## config.mk

```make
export PLATFORM = sky130hd
export DESIGN_NAME = fbpa_ctrl
export DESIGN_NICKNAME = d
export VERILOG_FILES = /design/src/fbpa_pkg.sv /design/src/fbpa_ctrl.sv
export SDC_FILE = /design/constraint.sdc
export NUM_CORES = 1
export LEC_CHECK = 0
export BUFFER_PORTS_ARGS = -buffer_cell sky130_fd_sc_hd__buf_2
export CAP_MARGIN = 20
export CORE_AREA = 2 2 39 41
export CTS_BUF_LIST = sky130_fd_sc_hd__clkbuf_8 sky130_fd_sc_hd__clkbuf_16
export DETAILED_ROUTE_END_ITERATION = 8
export DIE_AREA = 0 0 41 43
export GPL_ROUTABILITY_DRIVEN = 0
export PLACE_DENSITY_LB_ADDON = 0.05
export SLEW_MARGIN = 20
export SYNTH_ARGS = -nofsm -noshare
export SYNTH_HDL_FRONTEND = slang
export SYNTH_SLANG_ARGS = --single-unit
```

## constraint.sdc

```tcl
create_clock -name clock -period 1.54 [get_ports clock]
set_input_delay 0.231 -clock clock [delete_from_list [all_inputs] [get_ports clock]]
set_output_delay 0.231 -clock clock [all_outputs]
set_load 0.02 [all_outputs]
```

## src/fbpa_pkg.sv

```systemverilog
// Shared types and constants of the fixed block pool allocator.
// Used by fbpa_ctrl, fbpa_dp and fixed_block_pool_allocator; no dependencies.
`default_nettype none

package fbpa_pkg;

   // Field widths
   localparam int MODE_W = 2;
   localparam int IDX_W  = 10;
   localparam int CNT_W  = 11;
   localparam int SIZE_W = 13;
   localparam int OFF_W  = 22;

   // Request modes
   localparam logic [MODE_W-1:0] MODE_OBTAIN  = 2'd0;
   localparam logic [MODE_W-1:0] MODE_RELEASE = 2'd1;
   localparam logic [MODE_W-1:0] MODE_RESET   = 2'd2;

   // Register indexes
   localparam logic CSR_POOL_BLOCKS = 1'b0;
   localparam logic CSR_BLOCK_BYTES = 1'b1;

   // Register reset values and block size limits
   localparam int COUNT_RESET = 1024;
   localparam int SIZE_RESET  = 4;
   localparam int SIZE_MIN    = 4;
   localparam int SIZE_MAX    = 4096;

   // Controller to datapath commands
   typedef struct packed {
      logic load;   // capture the incoming item
      logic exec;   // run the held item and load the result fields
      logic link;   // take the next link as the new head
   } dp_cmd_type;

   // Datapath to controller status
   typedef struct packed {
      logic need_link;  // held obtain leaves a nonempty list
   } dp_status_type;

endpackage

`default_nettype wire

```

## src/fbpa_ctrl.sv

```systemverilog
// Controller of the fixed block pool allocator: handshakes and sequencing.
// Depends on fbpa_pkg.
`default_nettype none

module fbpa_ctrl (
   input  wire logic                   clock,
   input  wire logic                   reset,
   input  wire logic                   req_tvalid,
   output logic                        req_tready,
   output logic                        rsp_tvalid,
   input  wire logic                   rsp_tready,
   output fbpa_pkg::dp_cmd_type        cmd,
   input  wire fbpa_pkg::dp_status_type status
);

   typedef enum logic [1:0] {
      ST_IDLE = 2'b01,
      ST_LINK = 2'b10
   } state_type;

   state_type state_ff, state_in;
   logic      in_valid_ff, in_valid_in;
   logic      rsp_valid_ff, rsp_valid_in;
   logic      slot_free;
   logic      exec;
   logic      load;

   // Result slot is free when empty or taken at this edge
   assign slot_free  = !rsp_valid_ff || rsp_tready;
   assign exec       = (state_ff == ST_IDLE) && in_valid_ff && slot_free;
   assign req_tready = !in_valid_ff || exec;
   assign load       = req_tvalid && req_tready;

   assign cmd.load = load;
   assign cmd.exec = exec;
   assign cmd.link = (state_ff == ST_LINK);

   assign rsp_tvalid = rsp_valid_ff;

   always_comb begin
      state_in     = state_ff;
      rsp_valid_in = rsp_valid_ff;
      in_valid_in  = in_valid_ff;
      if (load) begin
         in_valid_in = 1'b1;
      end else if (exec) begin
         in_valid_in = 1'b0;
      end
      case (state_ff)
         ST_IDLE: begin
            if (exec) begin
               rsp_valid_in = !status.need_link;
               if (status.need_link) begin
                  state_in = ST_LINK;
               end
            end else if (rsp_tready) begin
               rsp_valid_in = 1'b0;
            end
         end
         ST_LINK: begin
            // slot was emptied when the item ran
            rsp_valid_in = 1'b1;
            state_in     = ST_IDLE;
         end
         default: begin
            state_in     = ST_IDLE;
            rsp_valid_in = 1'b0;
         end
      endcase
   end

   always_ff @(posedge clock) begin
      if (reset) begin
         state_ff     <= ST_IDLE;
         in_valid_ff  <= 1'b0;
         rsp_valid_ff <= 1'b0;
      end else begin
         state_ff     <= state_in;
         in_valid_ff  <= in_valid_in;
         rsp_valid_ff <= rsp_valid_in;
      end
   end

endmodule

`default_nettype wire

```

# Yosys cells after proc, flatten, opt, wreduce, memory -nomap -nowiden
# Index checks and enable logic that the tools add are counted.
classes:
  eq_ne: 3
  n_mux: 5
  n_bitwise: 1
  n_reduce_logical: 11
ops:
  columns: ["op", "n"]
  rows:
  - ["$mux W1", 4]
  - ["$logic_and A1 B1 Y1", 3]
  - ["$logic_not A1 Y1", 3]
  - ["$ne A3 B3 Y1 const B", 1]
  - ["$eq A2 B1 Y1 const B", 1]
  - ["$eq A2 B2 Y1 const B", 1]
  - ["$logic_or A1 B1 Y1", 2]
  - ["$pmux W1 S2", 1]
  - ["$reduce_and A2 Y1", 1]
  - ["$reduce_bool A2 Y1", 1]
  - ["$reduce_or A2 Y1", 1]
  - ["$not A1 Y1", 1]
word_totals:
  register_bits: 4
  inputBits: 5
  output_inout_bits: 5
  elab_cells: 23

# Depth between registers and ports, before layout
# Gate-level depths: netlist of the first run.
depth:
  word_depth: 6
  depth_mapped: 5
  depth_no_buf: 5

# Worst setup path after synthesis of the first run
# Ideal clock, no wire load.
synth_path:
  path_kind: "reg2out"
  start: "reg state_ff[1]"
  end: "out cmd[2] in the netlist's numbering"
  arrival_ns: 1.153
  required_time_ns: 1.309
  path_slack_ns: 0.156
  path_stages_with_launch: 6
  n_path_buf: 1
  path_cell_list: "dfxtp_1 -> inv_1 -> ha_1 -> a21bo_1 -> and2_1 -> buf_4"
synth_lines:
  columns: ["item", "line_no", "rtl"]
  rows:
  - ["start: declaration", "fbpa_ctrl.sv:21", "state_type state_ff, state_in;"]
  - ["start signal: assignment", "fbpa_ctrl.sv:78", "state_ff <= state_in;"]
  - ["end: declaration", "fbpa_ctrl.sv:12", "output fbpa_pkg::dp_cmd_type cmd,"]

==> flow_summary.ini, run 1 <==
[final_layout]
area_delta_synth_final_pct = 44.0
design_area_um2 = 344
final_cell_count_no_fill = 54
diodes = 0
nets = 47
fill_cells = 156
post-route-util_pct = 24.9
layout-drive-gt1-share_pct = 42.1

[timing]
rsz0062_at_grt = false
finalSetupViolCount = 0
hold_viol_final = 0
fin_setup_tns_ps = 0
worst_pin_slew_ps = 150
period_share_pct = 97.3
fin_worst_skew_ps = 2.11
fmax_ghz = 0.667
worst_slack_ps = 41.3
layout_min_cycle_time_ps = 1500
finalMaxSlewViolations = 0
slew_headroom_pct = 90.0

[route]
post_drt_wl_per_cell_um = 9.35
dr.pass1.iters = 4
vias = 213
via_per_inst = 3.94
route.detailed.drc = 0
ant_nets = 0
drt_first_iter_violations = 3
routed_wl_um = 505

[cts]
ctsHoldBuffers = 0
cts_tree = built
clkLatencyLatePin_ps = 220
cts_max_level = 1
cts_sinks = 4
cts-buffers-inserted = 3
post_cts_buffers = 0
postCtsResizedCells = 0
root_buffer = clkbuf_8
clkTransAtPathRegs_ps = 30
cts_buffer_depth = 2

[worst_setup_path]
startpoint_type = flip-flop
timing.rr.end = rsp_tvalid$_SDFFE_PP0P_
crit_path_end_kind = output port
crit_arrival_ps = 1270
r2r-start = state_ff[1]$_SDFFE_PP0P_
required_ps = 1310
worstSetupPathType = reg -> out
worstPathMaxFanout = 3
rrSetupSlack_ps = 370
ff2ff_path_depth = 6

[synth]
ys_seq_area_share_pct = 33.5
yosysWarnings = 0
synth_area_um2 = 239
synth_cell_types = 16
syn_inst = 27
synthesis.nets = 34
syn_area_per_cell_um2 = 8.85
ys_seq_elements = 4

[floorplan]
num_rows = 14
die_w_um = 41
ios = 10
start_util_pct = 17.3
core-area_mm2 = 0.00138
die_y_um = 43
die_area_mm2 = 0.00176

[power]
vdd_drop_max_uv = 362
power.density_mw_per_mm2 = 1150
power_leakage_nw = 0.173

[global_route]
grt_pass1_vias = 196
track_usage_pct = 7.32
gr-total-overflow = 0
grt_max_degree = 6
grt_pass1_wl_um = 807
antenna_found_initial = 0

[outcome]
status = complete, no violations

[placement]
placed_cells = 51
post_dp_cell_area_um2 = 297
dp_hpwl_um = 390
io_buffers = 9
pre_cts_ws_ps = 268

[hold_path]
whs_path_depth = 2
min_path_type = in -> reg
hold_start = reset
min_to = rsp_tvalid$_SDFFE_PP0P_

[run]
drv_cap = 0
-- cells in the mapped netlist (all sizes together) --
master	number	share of area, %
ha	2	10
inv	5	7.9
a21oi	2	4.2
o211ai	2	6.3
a21o	1	3.1
nand3	1	2.1
a31oi	1	2.6
and2	1	2.6
nor2b	1	2.6
dfxtp	4	34
and3	1	2.6
buf	2	6.3
a21bo	1	4.2
nand2b	2	8.4
nand3b	1	3.1
-- stage by stage --
step	power (mW)	hold slack [ps]
2_1_floorplan	0.157	300
3_3_place_gp	0.174	440
5_1_grt	0.417	214
6_report	0.396	217
4_1_cts	0.404	213
3_5_place_dp	0.173	443
-- worst max-delay path by stage --
stage | startpoint | to | slack [ps] | cells past startpoint
2_1_floorplan | state_ff[1]$_SDFFE_PP0P_ | cmd[2] | 160 | 5
3_3_place_gp | state_ff[1]$_SDFFE_PP0P_ | cmd[2] | 280 | 5
3_5_place_dp | state_ff[1]$_SDFFE_PP0P_ | cmd[2] | 270 | 5
4_1_cts | state_ff[1]$_SDFFE_PP0P_ | cmd[2] | 20 | 5
5_1_grt | state_ff[1]$_SDFFE_PP0P_ | cmd[2] | 3 | 5
6_report | state_ff[1]$_SDFFE_PP0P_ | cmd[2] | 40 | 5
-- layout make-up --
class,count,area [um^2],area share [%]
clock buffers,3,41.3,12.0
inverters,5,18.8,5.45
multi-input cells,16,128,37.1
flip-flops and latches,4,81.3,23.6
well taps,16,20.0,5.82
repair buffers,10,55.1,16.0
-- registers in the layout, summed over array words and instances, names as in the netlist --
name and cells:
in_valid_ff 1, rsp_tvalid 1, state_ff 2
-- power breakdown --
| part | switching, mW | internal (mW) |
|---|---|---|
| combinational | 0.0300 | 0.0274 |
| clock | 0.0554 | 0.167 |
| sequential | 0.00531 | 0.111 |
| total | 0.0907 | 0.305 |
-- routing by layer --
metal	vias up	share of wire, %	GRT usage, %
li1	111	-	-
met1	97	39	7.37
met2	5	50	9.69
met3	0	9.9	3.66
met4	0	0	8.00
met5	-	0	0
-- cells by family after synthesis --
logic type / synth area share [%]
AO/OA/AOI/OAI: 20.4
buffers and inverters: 14.1
AND/OR/NAND/NOR: 21.5
flip-flops: 33.5
adder cells (fa/ha/maj): 10.5
-- worst max-delay path, stage by stage, from the launching register on --
cell     delay, ps
dfxtp_2        320
inv_1           50
ha_2           170
a21bo_1        210
and2_1         150
buf_4          150
-- placed cells by master (no fill, tap or decap) --
cell type / netlist / final
a21bo_1: 1 / 1
a21o_1: 1 / 1
a21oi_1: 2 / 2
a31oi_1: 1 / 1
and2_1: 1 / 1
and3_1: 1 / 1
buf_2: 0 / 8
buf_4: 2 / 2
clkbuf_8: 0 / 3
dfxtp_1: 4 / 3
dfxtp_2: 0 / 1
ha_1: 2 / 1
ha_2: 0 / 1
inv_1: 5 / 5
nand2b_1: 1 / 1
nand2b_4: 1 / 1
nand3_1: 1 / 1
nand3b_1: 1 / 1
nor2b_1: 1 / 1
o211ai_1: 2 / 2
Power figures use the tool's default switching activity.
==> run 2: changes to the inputs <==
Settings changed: SETUP_SLACK_MARGIN from default to 0.1.
==> run 2 against run 1 <==
Effect of this change: worst hold slack worse by 5.8 ps; global-route usage up 0.59 points; first-iteration DRC count up 33%; clock skew about the same; non-clock buffer count up 2; critical endpoint unchanged; largest power group unchanged.
==> flow_summary.ini, run 2 (same netlist as run 1, synthesis figures left out) <==
[timing]
worst_slack_ps = 133
hold_viol_final = 0
slew_headroom_pct = 90.0
fmax_ghz = 0.711
worst_pin_slew_ps = 150
period_share_pct = 91.4
timing.hold.ws_ps = 211
finalSetupViolCount = 0
layout_min_cycle_time_ps = 1410
fin_setup_tns_ps = 0
fin_worst_skew_ps = 1.68
finalMaxSlewViolations = 0
rsz0062_at_grt = true

[worst_setup_path]
worstSetupPathType = reg -> out
required_ps = 1310
startpoint_type = flip-flop
worstPathMaxFanout = 3
cp_slowest_stage_delay_ps = 320
crit_arrival_ps = 1180
slowest_stage = dfxtp_2
crit_path_cell_trace = inv_2 > ha_4 > a21bo_1 > and2_4 > buf_6
cp_top_family = flip-flops
crit_path_end_kind = output port
worst-path-buf-inv = 2

[cts]
cts_buffer_depth = 2
cts-buffers-inserted = 3
cts_sinks = 4
cts_max_level = 1
ctsHoldBuffers = 0
clkTransAtPathRegs_ps = 30
cts_tree = built
clkLatencyLatePin_ps = 220
root_buffer = clkbuf_8

[final_layout]
largest_reg_flops = 2
layout-drive-gt1-share_pct = 52.5
mostFrequentLayoutCells = 6 x buf_2, 4 x inv_1, 3 x clkbuf_8, 3 x buf_6, 3 x buf_4
top_register = state_ff
multi_input_area_um2 = 140
design_area_um2 = 389
area_delta_synth_final_pct = 62.8
nets = 49
diodes = 0
layout_commonest_cell = buf_2
fill_cells = 150
seqCellArea_um2 = 82.6

[route]
routed_wl_um = 516
via_per_inst = 4.07
ant_nets = 0
dr.pass1.iters = 4
post_drt_wl_per_cell_um = 9.21
route.detailed.drc = 0
vias = 228
drt_first_iter_violations = 4

[power]
power_leakage_nw = 0.193
p_total_mw = 0.412
power.density_mw_per_mm2 = 1060
vdd_drop_max_uv = 371

[global_route]
track_usage_pct = 7.92
grt_pass1_wl_um = 890
grt_max_degree = 6
grt_pass1_vias = 224
gr-total-overflow = 0
antenna_found_initial = 0

[run]
drv_cap = 0

[placement]
io_buffers = 9
dp_hpwl_um = 390
post_dp_cell_area_um2 = 297
pre_cts_ws_ps = 268

[floorplan]
start_util_pct = 17.3
num_rows = 14
die_w_um = 41
die_y_um = 43
die_area_mm2 = 0.00176
ios = 10
core-area_mm2 = 0.00138

[hold_path]
min_path_type = in -> reg

[outcome]
status = complete, no violations
[run 2: cell count changes in the layout (fill, tap and decap cells not counted), sizes merged]
cell  before  now
buf       10   12
[run 2: worst register-to-register path: cells and delay by family, from the launching register on]
kind | cells | cell delay (ps)
AO/OA/AOI/OAI | 2 | 240
adder cells (fa/ha/maj) | 1 | 150
buffers and inverters | 2 | 190
flip-flops | 1 | 320
AND/OR/NAND/NOR | 1 | 120
[run 2: worst paths after layout]
check	start	to	slack [ps]	depth (start not counted)
max reg2reg	state_ff[1]$_SDFFE_PP0P_	rsp_tvalid$_SDFFE_PP0P_	400	6
max	state_ff[1]$_SDFFE_PP0P_	cmd[2]	130	5
min	reset	rsp_tvalid$_SDFFE_PP0P_	210	2
min reg2reg	state_ff[1]$_SDFFE_PP0P_	state_ff[1]$_SDFFE_PP0P_	480	2
[run 2: cell type report]
| type | instances | area share, % |
|---|---|---|
| Clock buffer | 3 | 10.6 |
| Sequential cell | 4 | 21.2 |
| Multi-Input combinational cell | 16 | 36.0 |
| Timing Repair Buffer | 12 | 22.2 |
| Inverter | 5 | 4.82 |
| Tap cell | 16 | 5.14 |
[run 2: where the power goes]
part / total [mW] / internal, mW / switching (mW)
clock network: 0.224 / 0.167 / 0.0571
registers: 0.117 / 0.111 / 0.00594
logic: 0.0708 / 0.0382 / 0.0326
total: 0.412 / 0.316 / 0.0956
[run 2: metal layers]
metal | track usage (%) | vias to the layer above | part of all wire [%]
met1 | 8.31 | 104 | 41
met2 | 10.9 | 7 | 49
met3 | 3.14 | 2 | 6.4
met4 | 8.00 | 0 | 2.9
li1 | - | 115 | -
met5 | 0 | - | 0
[run 2: stage by stage]
stage / cells / utilization (%)
floorplan: 27 / -
global placement: 51 / 21.4
detailed placement: 51 / 21.4
CTS: 56 / 27.6
global route: 56 / 28.1
finish: 56 / 28.1
[run 2: timing repair]
item,4_1_cts,5_1_grt
setup endpoints to repair,2,3
hold endpoints to repair,0,0
gates resized for setup,9,3
buffers inserted,2,0
pin swaps,2,1
==> run 3: changes to the inputs <==
Settings changed: MAX_ROUTING_LAYER from default to met4.
Clock period 1.54 ns to 1.6 ns, I/O delays scaled along.
==> run 3 against run 2 <==
Effect of this change: combinational power shrank 10%; power shrank 5.1%; clock skew grew 2.8 ps; critical path type unchanged; critical endpoint unchanged.
==> flow_summary.ini, run 3 (same netlist as run 1, synthesis figures left out) <==
[worst_setup_path]
crit_arrival_ps = 1220
worstSetupPathType = reg -> out
startpoint_type = flip-flop
crit_path_cell_trace = inv_2 > ha_4 > a21bo_1 > and2_4 > buf_6
worst-path-buf-inv = 2
cp_top_family = flip-flops
slowest_stage = dfxtp_2
cp_slowest_stage_delay_ps = 320
worstPathMaxFanout = 4
crit_path_end_kind = output port
required_ps = 1360

[final_layout]
mostFrequentLayoutCells = 7 x buf_2, 4 x inv_1, 3 x clkbuf_8, 3 x dfxtp_1
nets = 48
top_register = state_ff
layout_commonest_cell = buf_2
post-route-util_pct = 27.0
design_area_um2 = 374
diodes = 0
largest_reg_flops = 2
fill_cells = 150
layout-drive-gt1-share_pct = 48.7
area_delta_synth_final_pct = 56.5

[route]
ant_nets = 0
post_drt_wl_per_cell_um = 9.25
vias = 216
drt_first_iter_violations = 1
route.detailed.drc = 0
via_per_inst = 3.93
dr.pass1.iters = 2
routed_wl_um = 509

[cts]
cts_max_level = 1
clkTransAtPathRegs_ps = 30
clkLatencyLatePin_ps = 220
cts_sinks = 4
cts_tree = built
ctsHoldBuffers = 0
cts_buffer_depth = 2
cts-buffers-inserted = 3
root_buffer = clkbuf_8

[timing]
fin_worst_skew_ps = 4.44
fin_setup_tns_ps = 0
finalSetupViolCount = 0
period_share_pct = 91.2
slew_headroom_pct = 89.2
hold_viol_final = 0
layout_min_cycle_time_ps = 1460
fmax_ghz = 0.685
finalMaxSlewViolations = 0
worst_pin_slew_ps = 162
timing.hold.ws_ps = 220
rsz0062_at_grt = true

[power]
p_total_mw = 0.391
power.density_mw_per_mm2 = 1050
vdd_drop_max_uv = 284
power_leakage_nw = 0.187

[floorplan]
die_area_mm2 = 0.00176
start_util_pct = 17.3
die_w_um = 41
num_rows = 14
ios = 10
die_y_um = 43
core-area_mm2 = 0.00138

[hold_path]
min_path_type = in -> reg

[global_route]
gr-total-overflow = 0
grt_max_degree = 7
antenna_found_initial = 0
track_usage_pct = 7.51
grt_pass1_wl_um = 752
grt_pass1_vias = 193

[outcome]
status = complete, no violations

[placement]
io_buffers = 9
dp_hpwl_um = 402
post_dp_cell_area_um2 = 289

[run]
drv_cap = 0
[run 3: cell types whose count changed in the layout (fill, tap and decap cells not counted)]
cell     change
dfxtp_2      -1
buf_4        -1
dfxtp_1      +1
buf_6        -1
buf_2        +1
[run 3: power by group]
| group | switching (mW) | total [mW] | leakage [nW] | internal, mW |
|---|---|---|---|---|
| combinational | 0.0299 | 0.0637 | 0.132 | 0.0338 |
| clock | 0.0545 | 0.215 | 0.0216 | 0.161 |
| sequential | 0.00557 | 0.112 | 0.0333 | 0.107 |
[run 3: layout make-up]
cell class              count  area [um^2]  area share [%]
flip-flops and latches      4         81.3            21.7
multi-input cells          16          140            37.5
repair buffers             11         72.6            19.4
well taps                  16         20.0            5.35
clock buffers               3         41.3            11.0
inverters                   5         18.8            5.02
[run 3: worst reg2reg max path, delay by kind of cell (launching register included)]
kind | cells | cell delay [ps]
DFF | 1 | 320
AOI/OAI and AO/OA | 2 | 240
buffers and inverters | 2 | 180
adders and majority gates | 1 | 160
and+or+nand+nor | 1 | 120
[run 3: timing repair]
| item | in CTS | in global routing |
|---|---|---|
| setup endpoints to repair | 1 | 1 |
| pin swaps | 0 | 1 |
| resized for setup | 4 | 5 |
| setup buffers | 0 | 2 |
| gates cloned | 0 | 0 |
| endpoints found under the hold margin | 0 | 0 |
[run 3: stage by stage]
| step | worst slack [ps] | cells |
|---|---|---|
| after floorplan | 207 | 27 |
| after global placement | 259 | 50 |
| after detailed placement | 236 | 50 |
| after CTS | 105 | 53 |
| after global routing | 95.9 | 55 |
| final | 141 | 55 |
[run 3: metal layers]
layer	track usage [%]	up-vias	routed length, um
li1	-	114	-
met1	6.43	93	186
met2	10.0	7	238
met3	4.71	2	61
met4	8.00	0	22
met5	-	-	0
[run 3: worst paths after layout]
kind,from,to,slack [ps],cells after the start
worst max-delay path,state_ff[1]$_SDFFE_PP0P_,cmd[2],140,5
worst min-delay path,reset,rsp_tvalid$_SDFFE_PP0P_,220,2
worst max register to register,state_ff[1]$_SDFFE_PP0P_,rsp_tvalid$_SDFFE_PP0P_,470,6
worst min register to register,state_ff[1]$_SDFFE_PP0P_,state_ff[1]$_SDFFE_PP0P_,480,2
